$ cat src/hw/rtl/assert_macros.svh
// assertion macros shared by the camera orientation vectors rtl
`ifndef ASSERT_MACROS_SVH
`define ASSERT_MACROS_SVH

`ifndef SYNTHESIS

// condition holds at every clock edge out of reset
`define COV_ASSERT_ALWAYS(lbl, clk, rstn, expr) \
    lbl: assert property (@(posedge clk) disable iff (!(rstn)) (expr)) \
        else $error("assertion failed");

// consequent holds in the same cycle as the antecedent
`define COV_ASSERT_IMPL(lbl, clk, rstn, ante, cons) \
    lbl: assert property (@(posedge clk) disable iff (!(rstn)) (ante) |-> (cons)) \
        else $error("assertion failed");

// consequent holds in the cycle after the antecedent
`define COV_ASSERT_NEXT(lbl, clk, rstn, ante, cons) \
    lbl: assert property (@(posedge clk) disable iff (!(rstn)) (ante) |=> (cons)) \
        else $error("assertion failed");

`else

`define COV_ASSERT_ALWAYS(lbl, clk, rstn, expr)
`define COV_ASSERT_IMPL(lbl, clk, rstn, ante, cons)
`define COV_ASSERT_NEXT(lbl, clk, rstn, ante, cons)

`endif

`endif

$ cat src/hw/rtl/cov_pkg.sv
// shared constants, types and q30 arithmetic helpers for the orientation vector pipeline
package cov_pkg;

    // default angle and fraction widths
    localparam int ANGLE_BITS = 16;
    localparam int FRAC_BITS  = 14;

    // stream field widths
    localparam int FIELD_W     = 16;
    localparam int IN_TDATA_W  = 2 * FIELD_W;
    localparam int OUT_TDATA_W = 6 * FIELD_W;

    // pipeline depth: sine lanes, then the product mixer
    localparam int LANE_STAGES = 9;
    localparam int MIX_STAGES  = 2;
    localparam int PIPE_STAGES = LANE_STAGES + MIX_STAGES;

    // q30 words and their full products
    typedef logic [30:0] q30_t;
    typedef logic [61:0] prod_t;

    localparam prod_t Q30_HALF = prod_t'(1) << 29;

    // odd sine polynomial coefficients in q30
    localparam q30_t COEF1 = 31'd1686629713;
    localparam q30_t COEF3 = 31'd693598668;
    localparam q30_t COEF5 = 31'd85569306;
    localparam q30_t COEF7 = 31'd5026995;
    localparam q30_t COEF9 = 31'd172272;

    // handshake status of the pipeline control
    typedef struct packed {
        logic s_ready;
        logic m_valid;
    } pipe_status_t;

    // full unsigned product of two q30 words
    function automatic prod_t mul_q30(input q30_t a, input q30_t b);
        prod_t wa;
        prod_t wb;
        wa = {31'b0, a};
        wb = {31'b0, b};
        return wa * wb;
    endfunction

    // q30 product rounded half up back to q30
    function automatic q30_t round_q30(input prod_t p);
        prod_t sum;
        sum = p + Q30_HALF;
        return sum[60:30];
    endfunction

endpackage

$ cat src/hw/rtl/cov_pipe_ctrl.sv
// valid bits and per stage load enables with bubble collapse
`include "assert_macros.svh"

module cov_pipe_ctrl #(
    parameter int STAGES = cov_pkg::PIPE_STAGES
) (
    input  logic                  aclk,
    input  logic                  aresetn,
    input  logic                  s_tvalid,
    input  logic                  m_tready,
    output logic [STAGES-1:0]     stage_en,
    output cov_pkg::pipe_status_t status
);

    logic [STAGES-1:0] valid_reg;
    logic [STAGES-1:0] valid_next;
    logic [STAGES-1:0] shifted;

    // a stage loads when the output drains or a bubble sits at or after it
    for (genvar k = 0; k < STAGES; k++) begin : g_en
        assign stage_en[k] = m_tready | ~(&valid_reg[STAGES-1:k]);
    end

    // valid bits advance with their data
    always_comb begin
        shifted    = {valid_reg[STAGES-2:0], s_tvalid};
        valid_next = (stage_en & shifted) | (~stage_en & valid_reg);
    end

    always_ff @(posedge aclk) begin
        if (!aresetn) begin
            valid_reg <= '0;
        end else begin
            valid_reg <= valid_next;
        end
    end

    assign status.s_ready = stage_en[0];
    assign status.m_valid = valid_reg[STAGES-1];

    // items in flight change only by transactions on the two sides
    `COV_ASSERT_NEXT(a_item_count, aclk, aresetn, 1'b1, $countones(valid_reg) == $countones($past(valid_reg)) + ($past(s_tvalid && stage_en[0]) ? 1 : 0) - ($past(valid_reg[STAGES-1] && m_tready) ? 1 : 0))
    // an empty output stage lets every stage load
    `COV_ASSERT_IMPL(a_empty_out_all_move, aclk, aresetn, !valid_reg[STAGES-1], &stage_en)

endmodule

$ cat config.mk
export PLATFORM = sky130hd
export DESIGN_NAME = cov_pipe_ctrl
export DESIGN_NICKNAME = d
export VERILOG_FILES = /design/src/hw/rtl/cov_pkg.sv /design/src/hw/rtl/cov_pipe_ctrl.sv
export VERILOG_INCLUDE_DIRS = /design/src /design/src/hw/rtl
export SDC_FILE = /design/constraint.sdc
export NUM_CORES = 1
export LEC_CHECK = 0
export BUFFER_PORTS_ARGS = -buffer_cell sky130_fd_sc_hd__buf_2
export CORE_AREA = 2 2 39 41
export CTS_CLUSTER_SIZE = 14
export DETAILED_ROUTE_END_ITERATION = 7
export DIE_AREA = 0 0 41 43
export PLACE_DENSITY = 0.66
export SLEW_MARGIN = 20
export SYNTH_ARGS = -nofsm -noshare
export SYNTH_HDL_FRONTEND = slang
export SYNTH_SLANG_ARGS = --single-unit
export TNS_END_PERCENT = 50
$ cat constraint.sdc
create_clock -name aclk -period 2.99 [get_ports aclk]
set_input_delay 0.598 -clock aclk [delete_from_list [all_inputs] [get_ports aclk]]
set_output_delay 0.598 -clock aclk [all_outputs]
set_load 0.01 [all_outputs]
## Word-level counts from Yosys, hierarchy flattened

Cells that the tools add are included.

| storage, ports and cells | value |
|---|---|
| register bits after elaboration | 11 |
| input port bits | 4 |

| operators by class | value |
|---|---|
| bitwise logic cells | 26 |
| reduce and logical (&&, ||, !) cells | 10 |

Operators with widths:

| operator | count |
|---|---|
| $and A11 B11 Y11 | 2 |
| $not A1 Y1 | 11 |
| $not A11 Y11 | 1 |
| $or A1 B1 Y1 | 11 |
| $or A11 B11 Y11 | 1 |
| $reduce_and A11 Y1 | 1 |
| $reduce_and A10 Y1 | 1 |
| $reduce_and A9 Y1 | 1 |
| $reduce_and A8 Y1 | 1 |
| $reduce_and A7 Y1 | 1 |
| $reduce_and A6 Y1 | 1 |
| $reduce_and A5 Y1 | 1 |
| $reduce_and A4 Y1 | 1 |
| $reduce_and A3 Y1 | 1 |
| $reduce_and A2 Y1 | 1 |

## Logic depth before layout (Yosys ltp)

| logic depth | value |
|---|---|
| depth after elaboration | 6 |
| mapped depth | 5 |

## Least setup slack after synthesis

Ideal clock, no wire load.

| timing path | value |
|---|---|
| path kind | input to output |
| start | in m_tready |
| end | out status[1] in the netlist's numbering |
| arrival time | 1625 ps |
| data required time | 2392 ps |
| setup slack | 767 ps |
| stages | 5 |
| buffers on the path | 1 |
| cells stage by stage | and3b_2 -> inv_2 -> nor3_2 -> nand4_1 -> buf_4 |

| between the ends | value |
|---|---|
| word-level cells in the longest chain between the ends | 1 |

Ends and longest elaborated chain:

| element | line | RTL |
|---|---|---|
| from (decl) | cov_pipe_ctrl.sv:10 | `input logic m_tready,` |
| $or A1 B1 Y1 | cov_pipe_ctrl.sv:21 | `assign stage_en[k] = m_tready \| ~(&valid_reg[STAGES-1:k]);` |
| to (decl) | cov_pipe_ctrl.sv:12 | `output cov_pkg::pipe_status_t status` |

Every way passes these cells.

## Final worst setup path

| timing path | value |
|---|---|
| start | in m_tready |
| end | out stage_en[0] |

| between the ends | value |
|---|---|
| word-level cells in the longest chain between the ends | 1 |

Ends and longest elaborated chain:

| element | line | RTL |
|---|---|---|
| $or A1 B1 Y1 | cov_pipe_ctrl.sv:21 |  |
| to (decl) | cov_pipe_ctrl.sv:11 | `output logic [STAGES-1:0] stage_en,` |

Every way passes these cells.

==> flow_summary.yaml <==
logic_synthesis:
  muxShareOfSynthArea: 0
  yosysMostFrequentCell: "dfxtp_1"
  synth_seq_cells: 11
  ys_seq_area_frac: 0.451
  ys_warn_count: 0
  synth_top_family_by_area: "simple AND/OR/NAND/NOR gates"
  syn_area_sq_um: 488
  synthAdderAreaFrac: 0
  synth_ff_type: "dfxtp_1"
  avgSynthCellArea_sq_um: 8.87
  synth_compound_area_frac: 0.190
  synth_xor_area_frac: 0
  ys_top_cells_by_count: "dfxtp_1, nand2_1, nand3_1"
  yosys.area.top_type: "dfxtp_1"
  synthSimpleGateAreaFrac: 0.267
  yosys-top-cells-area: "dfxtp_1, nand2_1, nand3_1"
  synth_edf_count: 0
  synth_top_area_share: 0.451
  syn_nets: 59
  synthArstFlopShare: 0
  synth_cell_types: 21
  synth_cells: 55
worst_setup_path:
  cp-startpoint: "m_tready"
  cp.required_ns: 2.39
  cp-endpoint: "stage_en[0]"
  crit_type: "input pin to output port"
  arrival_ns: 1.70
  r2r_slack_ns: 1.73
  reg2reg_depth: 5
  endpoint_kind: "output port"
  crit_fanout: 5
  cp_slowest_cell: "nor3_2"
  crit_path_start_kind: "input pin"
  crit_chain: "buf_2 -> and3b_2 -> inv_2 -> nor3_2 -> nand4_1 -> buf_2"
  path_common_cell: "buf_2"
  slowest_delay_ns: 0.33
timing:
  clock_skew_ns: 0.00208
  fin_crit_ns: 2.30
  final_max_slew_viol_count: 0
  final_hold_viol_count: 0
  rsz0062_at_grt: "no"
  min_period_over_period: 0.768
  fmax_mhz: 436
  worst_slack_ns: 0.694
  tightest_slew_ns: 0.334
  setup_viol: 0
  maxSlewHeadroom: 0.776
  setup_tns_ns: 0
clock_tree:
  htreeDepth: 1
  clock_sinks: 11
  cts_tree: "yes"
  insertion_delay_ns: 0.27
  postCtsSetupBuffers: 0
  clk_pin_slew_ns: 0.07
  ctsResizeCount: 0
  cts_root_buf: "clkbuf_4"
  cts_hold_buf: 0
  cts_buffers: 3
  cts_buffer_depth: 2
floorplan:
  die_h_um: 43
  dieArea_sq_mm: 0.00176
  die_w_um: 41
  placementRows: 14
  coreArea_sq_mm: 0.00138
  start_util: 0.353
  ioPinCount: 17
placed_design:
  gp_congestion: 0.751
  place.detailed.hpwl_um: 693
  port_buffers: 16
  pre_cts_ws_ns: 0.703
  postPlaceCellArea_sq_um: 569
power_and_ir_drop:
  p_int_mw: 0.205
  p_leak_nw: 0.195
  p_comb_frac: 0.031
  netSwitchingFraction: 0.214
  pwr-share-seq: 0.579
  vdd_ir_drop_max_v: 0.000210
  pwr-share-clk: 0.390
  p_sw_mw: 0.0558
  p_per_area_mw_per_mm2: 437
detailed_routing:
  drt_first_pass_iters: 2
  ant_nets: 0
  first_iter_violations: 1
  post_drt_via_cell_ratio: 4.67
  vias: 411
  wire_per_inst_um: 10.3
  drcViolationCount: 0
  wirelength_um: 902
grt:
  grt_overflow_total: 0
  grt_pass1_vias: 370
  grt_pass1_wl_mm: 1.44
  grt_start_max_net_pins: 14
  track_usage: 0.122
  antenna_found_initial: 0
cells_and_area:
  stdcell_area_sq_um: 596
  antennaDiodeCount: 0
  fin_nets: 77
  drive_gt1_frac: 0.375
  area_growth_pct: 22.1
hold_path:
  min_path_type: "flop to flop"
  hold_path_depth: 2
job:
  max_cap_viol_count: 0
status:
  status: "finished clean"
## how the worst min path moves through the flow
stage | start | end | slack [ns]
floorplan | flop | flop | 0.43
global placement | flop | flop | 0.44
detailed placement | flop | flop | 0.45
CTS | flop | flop | 0.46
global route | flop | flop | 0.48
finish | flop | flop | 0.45
## placed cells by master (no fill, tap or decap)
cell,count
o21a_1,4
nand2b_1,1
a21boi_0,2
buf_2,16
dfxtp_1,11
nand4_1,1
o31ai_1,2
nor3_1,1
or3_4,1
and3b_2,1
inv_2,2
inv_1,5
a21boi_2,1
nor2_4,1
nor2b_1,1
a21oi_1,1
o41ai_2,1
nand2_1,9
nor3_2,1
clkbuf_1,1
clkbuf_4,3
nand3_1,6
## cell families (layout without fill, tap and decap cells)
kind of cell,count (synthesis),after routing
AND/OR/NAND/NOR,23,23
AO/OA/AOI/OAI,11,11
flip-flops,11,11
buffers and inverters,10,27
## through the flow
step / power, mW / utilization / hold WS (ns) / std cells
detailed placement: 0.162 / 0.411 / 0.451 / 84
CTS: 0.266 / 0.430 / 0.463 / 88
global route: 0.274 / 0.430 / 0.478 / 88
global placement: 0.162 / 0.411 / 0.441 / 84
floorplan: 0.159 / - / 0.431 / 55
finish: 0.260 / 0.430 / 0.454 / 88
## routing by layer
metal / wire length (um) / track usage
met2: 413 / 0.181
met5: 0 / 0
met1: 422 / 0.133
met3: 49 / 0.0524
met4: 17 / 0.0800
## final cells by class
cell class | count | area (sq um)
Clock buffer | 4 | 26.3
Fill cell | 155 | 788
Inverter | 7 | 26.3
Multi-Input combinational cell | 34 | 223
Sequential cell | 11 | 220
Tap cell | 16 | 20.0
Timing Repair Buffer | 16 | 80.1
## power groups by stage
stage | sequential, mW | clock, mW | combinational [mW]
finish | 0.151 | 0.101 | 0.00819
global route | 0.151 | 0.114 | 0.00910
CTS | 0.151 | 0.107 | 0.00842
detailed placement | 0.154 | 0 | 0.00834
global placement | 0.154 | 0 | 0.00816
floorplan | 0.154 | 0 | 0.00537
## critical path, delay by kind of cell
family	cells	cell delay, ns
buffers and inverters	3	0.34
AND/OR/NAND/NOR	3	0.76
No activity file was read; power rests on OpenSTA's default activity.
