--- config.mk ---
export PLATFORM = sky130hd
export DESIGN_NAME = cov_mix
export DESIGN_NICKNAME = d
export VERILOG_FILES = /design/src/hw/rtl/assert_macros.svh /design/src/hw/rtl/cov_pkg.sv /design/src/hw/rtl/cov_mix.sv
export SDC_FILE = /design/constraint.sdc
export NUM_CORES = 2
export LEC_CHECK = 0
export ABC_AREA = 1
export BUFFER_PORTS_ARGS = -buffer_cell sky130_fd_sc_hd__buf_2
export CORE_MARGIN = 5
export CORE_UTILIZATION = 35
export CTS_CLUSTER_SIZE = 25
export DETAILED_ROUTE_END_ITERATION = 6
export PLACE_DENSITY = 0.48
export SETUP_SLACK_MARGIN = 0.2
export SYNTH_ARGS = -nofsm -noshare
export SYNTH_HDL_FRONTEND = slang
export SYNTH_SLANG_ARGS = --single-unit
--- constraint.sdc ---
create_clock -name aclk -period 7.8 [get_ports aclk]
set_clock_uncertainty 0.1 [all_clocks]
set_input_delay 0.78 -clock aclk [delete_from_list [all_inputs] [get_ports aclk]]
set_output_delay 0.78 -clock aclk [all_outputs]
set_load 0.01 [all_outputs]
--- src/hw/rtl/assert_macros.svh ---
// assertion macros shared by the camera orientation vectors rtl
`ifndef ASSERT_MACROS_SVH
`define ASSERT_MACROS_SVH

`ifndef SYNTHESIS

// condition holds at every clock edge out of reset
`define COV_ASSERT_ALWAYS(lbl, clk, rstn, expr) \
    lbl: assert property (@(posedge clk) disable iff (!(rstn)) (expr)) \
        else $error("assertion failed");

// consequent holds in the same cycle as the antecedent
`define COV_ASSERT_IMPL(lbl, clk, rstn, ante, cons) \
    lbl: assert property (@(posedge clk) disable iff (!(rstn)) (ante) |-> (cons)) \
        else $error("assertion failed");

// consequent holds in the cycle after the antecedent
`define COV_ASSERT_NEXT(lbl, clk, rstn, ante, cons) \
    lbl: assert property (@(posedge clk) disable iff (!(rstn)) (ante) |=> (cons)) \
        else $error("assertion failed");

`else

`define COV_ASSERT_ALWAYS(lbl, clk, rstn, expr)
`define COV_ASSERT_IMPL(lbl, clk, rstn, ante, cons)
`define COV_ASSERT_NEXT(lbl, clk, rstn, ante, cons)

`endif

`endif

--- src/hw/rtl/cov_pkg.sv ---
// shared constants, types and q30 arithmetic helpers for the orientation vector pipeline
package cov_pkg;

    // default angle and fraction widths
    localparam int ANGLE_BITS = 16;
    localparam int FRAC_BITS  = 14;

    // stream field widths
    localparam int FIELD_W     = 16;
    localparam int IN_TDATA_W  = 2 * FIELD_W;
    localparam int OUT_TDATA_W = 6 * FIELD_W;

    // pipeline depth: sine lanes, then the product mixer
    localparam int LANE_STAGES = 9;
    localparam int MIX_STAGES  = 2;
    localparam int PIPE_STAGES = LANE_STAGES + MIX_STAGES;

    // q30 words and their full products
    typedef logic [30:0] q30_t;
    typedef logic [61:0] prod_t;

    localparam prod_t Q30_HALF = prod_t'(1) << 29;

    // odd sine polynomial coefficients in q30
    localparam q30_t COEF1 = 31'd1686629713;
    localparam q30_t COEF3 = 31'd693598668;
    localparam q30_t COEF5 = 31'd85569306;
    localparam q30_t COEF7 = 31'd5026995;
    localparam q30_t COEF9 = 31'd172272;

    // handshake status of the pipeline control
    typedef struct packed {
        logic s_ready;
        logic m_valid;
    } pipe_status_t;

    // full unsigned product of two q30 words
    function automatic prod_t mul_q30(input q30_t a, input q30_t b);
        prod_t wa;
        prod_t wb;
        wa = {31'b0, a};
        wb = {31'b0, b};
        return wa * wb;
    endfunction

    // q30 product rounded half up back to q30
    function automatic q30_t round_q30(input prod_t p);
        prod_t sum;
        sum = p + Q30_HALF;
        return sum[60:30];
    endfunction

endpackage

--- src/hw/rtl/cov_mix.sv ---
// two stage mixer: trig products, rounding, signs and field packing
module cov_mix #(
    parameter int FRAC_BITS = cov_pkg::FRAC_BITS
) (
    input  logic                           aclk,
    input  logic [cov_pkg::MIX_STAGES-1:0] stage_en,
    input  logic                           sy_neg,
    input  logic [FRAC_BITS:0]             sy_mag,
    input  logic                           cy_neg,
    input  logic [FRAC_BITS:0]             cy_mag,
    input  logic                           sp_neg,
    input  logic [FRAC_BITS:0]             sp_mag,
    input  logic                           cp_neg,
    input  logic [FRAC_BITS:0]             cp_mag,
    output logic [cov_pkg::FIELD_W-1:0]    dir_x,
    output logic [cov_pkg::FIELD_W-1:0]    dir_y,
    output logic [cov_pkg::FIELD_W-1:0]    dir_z,
    output logic [cov_pkg::FIELD_W-1:0]    up_x,
    output logic [cov_pkg::FIELD_W-1:0]    up_y,
    output logic [cov_pkg::FIELD_W-1:0]    up_z
);

    localparam int FW = cov_pkg::FIELD_W;
    localparam int MW = FRAC_BITS + 2;
    localparam int PW = 2 * FRAC_BITS + 2;
    localparam int RW = PW + 1;
    localparam logic [RW-1:0] HALF = RW'(1) << (FRAC_BITS - 1);

    logic [PW-1:0]      prod_reg [4];
    logic [3:0]         pneg_reg;
    logic [FRAC_BITS:0] sp_mag_reg;
    logic [FRAC_BITS:0] cp_mag_reg;
    logic               sp_neg_reg;
    logic               cp_neg_reg;

    logic [FW-1:0]      dir_x_reg;
    logic [FW-1:0]      dir_y_reg;
    logic [FW-1:0]      dir_z_reg;
    logic [FW-1:0]      up_x_reg;
    logic [FW-1:0]      up_y_reg;
    logic [FW-1:0]      up_z_reg;

    // signed magnitude to a two's complement field
    function automatic logic [FW-1:0] to_field(input logic neg, input logic [MW-1:0] mag);
        logic signed [MW-1:0] v;
        v = neg ? -$signed(mag) : $signed(mag);
        return FW'(v);
    endfunction

    // product magnitude rounded half away from zero
    function automatic logic [MW-1:0] round_prod(input logic [PW-1:0] p);
        logic [RW-1:0] rnd;
        rnd = RW'(p) + HALF;
        return rnd[FRAC_BITS +: MW];
    endfunction

    // stage one: four magnitude products, signs alongside
    always_ff @(posedge aclk) begin
        if (stage_en[0]) begin
            prod_reg[0] <= PW'(cp_mag) * PW'(sy_mag);
            prod_reg[1] <= PW'(cp_mag) * PW'(cy_mag);
            prod_reg[2] <= PW'(sy_mag) * PW'(sp_mag);
            prod_reg[3] <= PW'(cy_mag) * PW'(sp_mag);
            pneg_reg[0] <= cp_neg ^ sy_neg;
            pneg_reg[1] <= cp_neg ^ cy_neg;
            // up vector x and z carry an extra negation
            pneg_reg[2] <= ~(sy_neg ^ sp_neg);
            pneg_reg[3] <= ~(cy_neg ^ sp_neg);
            sp_mag_reg  <= sp_mag;
            cp_mag_reg  <= cp_mag;
            sp_neg_reg  <= sp_neg;
            cp_neg_reg  <= cp_neg;
        end
    end

    // stage two: rounding and output register
    always_ff @(posedge aclk) begin
        if (stage_en[1]) begin
            dir_x_reg <= to_field(pneg_reg[0], round_prod(prod_reg[0]));
            dir_y_reg <= to_field(sp_neg_reg, {1'b0, sp_mag_reg});
            dir_z_reg <= to_field(pneg_reg[1], round_prod(prod_reg[1]));
            up_x_reg  <= to_field(pneg_reg[2], round_prod(prod_reg[2]));
            up_y_reg  <= to_field(cp_neg_reg, {1'b0, cp_mag_reg});
            up_z_reg  <= to_field(pneg_reg[3], round_prod(prod_reg[3]));
        end
    end

    assign dir_x = dir_x_reg;
    assign dir_y = dir_y_reg;
    assign dir_z = dir_z_reg;
    assign up_x  = up_x_reg;
    assign up_y  = up_y_reg;
    assign up_z  = up_z_reg;

endmodule

# Word-level counts from Yosys, hierarchy flattened
# Memories as Yosys holds them, arrays and structs flattened.
# Index checks and enable logic that the tools add are counted.
[totals] latchBits=0 ramBits=120 register_bits=132 rom_bits=0 elab_cells=42 out_inout_bits=96 in_bits=67 n_memories=1
[op_classes] n_div=0 order_cmp=0 reduce_logical=0 n_shift=0 eq_ne=0 add_sub_neg=10 n_mul=4 muxes=8 bitwise_logic=6
[memory_table] name="prod_reg" words=4 width=30 rd=4 rd_ports_with_merged_regs=0 wr=4 line_no="cov_mix.sv:29" text="logic [PW-1:0] prod_reg [4];"
[ops] op="$add 30x14->30 const B" n=4
[ops] op="$mul 15x15->30" n=4
[ops] op="$mux 16" n=4
[ops] op="$neg 16->16" n=4
[ops] op="$neg 15->16" n=2
[ops] op="$mux 15" n=2
[ops] op="$xor 1x1->1" n=4
[ops] op="$mux 1" n=2
[ops] op="$not 1->1" n=2

# Longest topological paths before layout
[depth] ltp_word=3 depth_mapped=27 ltp_nobuf=25

# Worst setup path after synthesis
# No wires, ideal clock.
[synth_timing] path_kind="input to register" from="input sp_mag[0]" to="memory prod_reg[3][23] in the netlist's numbering (data pin)" setup_time_ps=259 path_buffers=2 arrival_time_ps=5525 setup_slack_ps=1916 t_required_ps=7441 cell_stages=25 path_cell_list="buf_2 > buf_1 > nand2_1 > inv_1 > fa_1 > inv_1 > fa_1 > inv_1 > fa_1 > inv_1 > fa_1 > inv_1 > fa_1 > inv_1 > fa_1 > inv_1 > ha_1 > a21oi_1 > o21ai_0 > a21oi_1 > nor2_1 > nor2_1 > o21ai_0 > nand2_1 > nand2_1"
[synth_lines] element="from (decl)" line_no="cov_mix.sv:12" text="input logic [FRAC_BITS:0] sp_mag,"
[synth_lines] element="to (decl)" line_no="cov_mix.sv:29"

==> flow_metrics.env <==
export IMPL_drive_gt1_share_pct=4.88
export IMPL_hold_depth=1
export IMPL_gr_usage_all_layers_pct=19.8
export IMPL_overflow=0
export IMPL_regArea_sq_um=6010
export IMPL_worstPathRequired_ps=8010
export IMPL_ys_seq_area_share_pct=14.5
export IMPL_setup_viol_count_final=0
export IMPL_crit_start="cy_mag[13]"
export IMPL_synth_area_sq_um=41400
export IMPL_cts_resized=0
export IMPL_min_path_type="input pin to register"
export IMPL_final_nets=6563
export IMPL_synth_top_flop_cell="edfxtp_1"
export IMPL_worstSetupPathType="input pin to register"
export IMPL_dr_pass1_iters=7
export IMPL_worst_setup_path_end_kind="register"
export IMPL_clock_sinks=200
export IMPL_drv_cap=0
export IMPL_fmax_ghz=0.164
export IMPL_reg2regPathDepth=12
export IMPL_vias=32700
export IMPL_nFillCells=12400
export IMPL_grt_pass1_wl_um=195000
export IMPL_start_util_pct=35.1
export IMPL_coreArea_sq_um=118000
export IMPL_drc=0
export IMPL_largest_reg_flops=68
export IMPL_synthCells=5427
export IMPL_synth_seq_cells=200
export IMPL_rsz0062_at_grt="false"
export IMPL_cts_hold_buf=0
export IMPL_cts_buffer_depth=2
export IMPL_hold_viol=0
export IMPL_cp_max_fo=25
export IMPL_cp_arrival_ps=6290
export IMPL_asyncSetResetFlopFracSynth_pct=0
export IMPL_via_per_inst=4.66
export IMPL_cts_tree="yes"
export IMPL_portBuffers=162
export IMPL_antenna_found_initial=12
export IMPL_htreeDepth=4
export IMPL_fin_crit_ps=6090
export IMPL_die_area_sq_um=125000
export IMPL_cts_buffers_inserted=17
export IMPL_synth_edff_count=200
export IMPL_post_cts_buffers=0
export IMPL_io_pins=163
export IMPL_avgSynthCellArea_sq_um=7.63
export IMPL_worst_pin_slew_ps=1060
export IMPL_multi_input_area_sq_um=29100
export IMPL_tns_ps=0
export IMPL_clkLatencyLatePin_ps=590
export IMPL_critPathLaunchType="input pin"
export IMPL_wl_per_cell_um=17.1
export IMPL_die_h_um=354
export IMPL_syn_num_nets=6532
export IMPL_grt_max_degree=57
export IMPL_place_congestion=0.887
export IMPL_wl_um=120000
export IMPL_status="completed"
export IMPL_synth_cell_types=31
export IMPL_ys_warn_count=0
export IMPL_min_from="cp_neg"
export IMPL_rows=126
export IMPL_root_buffer="clkbuf_16"
export IMPL_die_w_um=354
export IMPL_relSlewSlack_pct=29.3
export IMPL_drt_iter0_markers=1890
export IMPL_slew_violations=0
export IMPL_grt_pass1_vias=34800
export IMPL_r2r_start="prod_reg[2][14]"
export IMPL_area_growth_pct=7.16
export IMPL_hpwl_um=95200
export IMPL_clkTransAtPathRegs_ps=90
export IMPL_ant_nets=0
export IMPL_min_period_over_period_pct=78.1
cells in the final DEF (no fill, tap or decap), types with 18 or more instances in the layout:
master / synthesis / routed
nand2_1: 1580 / 1580
inv_1: 1490 / 1490
fa_1: 664 / 664
ha_1: 374 / 374
nor2_1: 242 / 242
edfxtp_1: 200 / 200
buf_2: 8 / 160
nand3_1: 149 / 149
a21oi_1: 128 / 128
o21ai_0: 92 / 92
xor2_1: 65 / 65
xnor2_1: 53 / 53
nand4_1: 40 / 40
nor3_1: 39 / 39
buf_4: 0 / 38
o21bai_1: 19 / 19
nand3b_1: 18 / 18
cell type report:
| cell class | count | area share (%) |
|---|---|---|
| diodes | 6 | 0.0339 |
| flip-flops and latches | 200 | 13.5 |
| multi-input cells | 3551 | 65.6 |
| clock buffers | 17 | 0.959 |
| clock inverters | 15 | 0.502 |
| inverters | 1490 | 12.6 |
| well taps | 1536 | 4.33 |
| repair buffers | 198 | 2.45 |
final timing paths:
kind	to	slack, ps
hold reg to reg	up_y[0]	380
setup / recovery	prod_reg[3][29]	1710
hold / removal	cp_neg_reg	350
setup reg to reg	up_x[12]	5430
stage by stage:
stage | cell area [sq um] | setup slack (ps) | hold WS, ps | cells | utilization [%]
floorplan | 41400 | 1920 | 326 | 5427 | -
global placement | 43700 | 1150 | 363 | 6975 | 37.1
detailed placement | 43700 | 1160 | 377 | 6975 | 37.1
CTS | 44300 | 1760 | 289 | 7007 | 37.6
global route | 44300 | 1370 | 304 | 7010 | 37.7
finish | 44300 | 1710 | 351 | 7013 | 37.7
Yosys cell counts, types with 4 or more instances:
library cell	instances	share of area [%]
inv_1	1490	14
buf_2	8	0.097
nand2_2	10	0.15
edfxtp_1	200	15
o21ai_0	92	1.1
o21a_1	8	0.15
a21oi_1	128	1.5
nand2_1	1580	14
nand3_2	5	0.12
o211ai_1	7	0.13
a21boi_0	11	0.20
nand4_1	40	0.60
nor2_1	242	2.2
a21o_1	15	0.27
nor2_2	11	0.17
o21bai_1	19	0.34
nor2_4	8	0.22
nor4_1	4	0.060
xor2_1	65	1.4
fa_1	664	32
nor3_1	39	0.47
xnor2_1	53	1.1
nand3_1	149	1.8
nand3b_1	18	0.33
buf_1	17	0.15
ha_1	374	11
clkbuf_1	161	1.5
critical path, cell delays in order:
cell      delay [ps]
buf_2            650
buf_4            280
nand2_1           60
inv_1            110
fa_1             380
inv_1             80
fa_1             400
inv_1             80
fa_1             460
fa_1             510
fa_1             490
inv_1             50
fa_1             470
inv_1             40
ha_1             340
a21oi_1          240
o21ai_0          160
a21boi_0         340
nor2_1            70
nor2_1           130
nand2_1           70
nand2_1           50
nand2_1           40
logic make-up (layout without fill, tap and decap cells):
logic type	count (synthesis)	after routing	synth area share, %
xor+xnor	118	118	2.50
fa+ha+maj	1038	1038	43.4
buf+inv	1676	1720	15.2
flops	200	200	14.5
other cells	0	6	0
simple gates	2109	2109	20.5
compound gates	286	286	3.85
per-layer routing:
layer | part of all wire, % | routed length (um) | global-route usage, %
met4 | 1.7 | 2030 | 4.15
met2 | 49 | 58700 | 34.4
met5 | 0.028 | 34 | 0
met3 | 4.2 | 5010 | 2.95
met1 | 45 | 54300 | 26.4
Power is not shown: default switching activity piles up to over one toggle a cycle in this logic, so the estimate is an artifact.
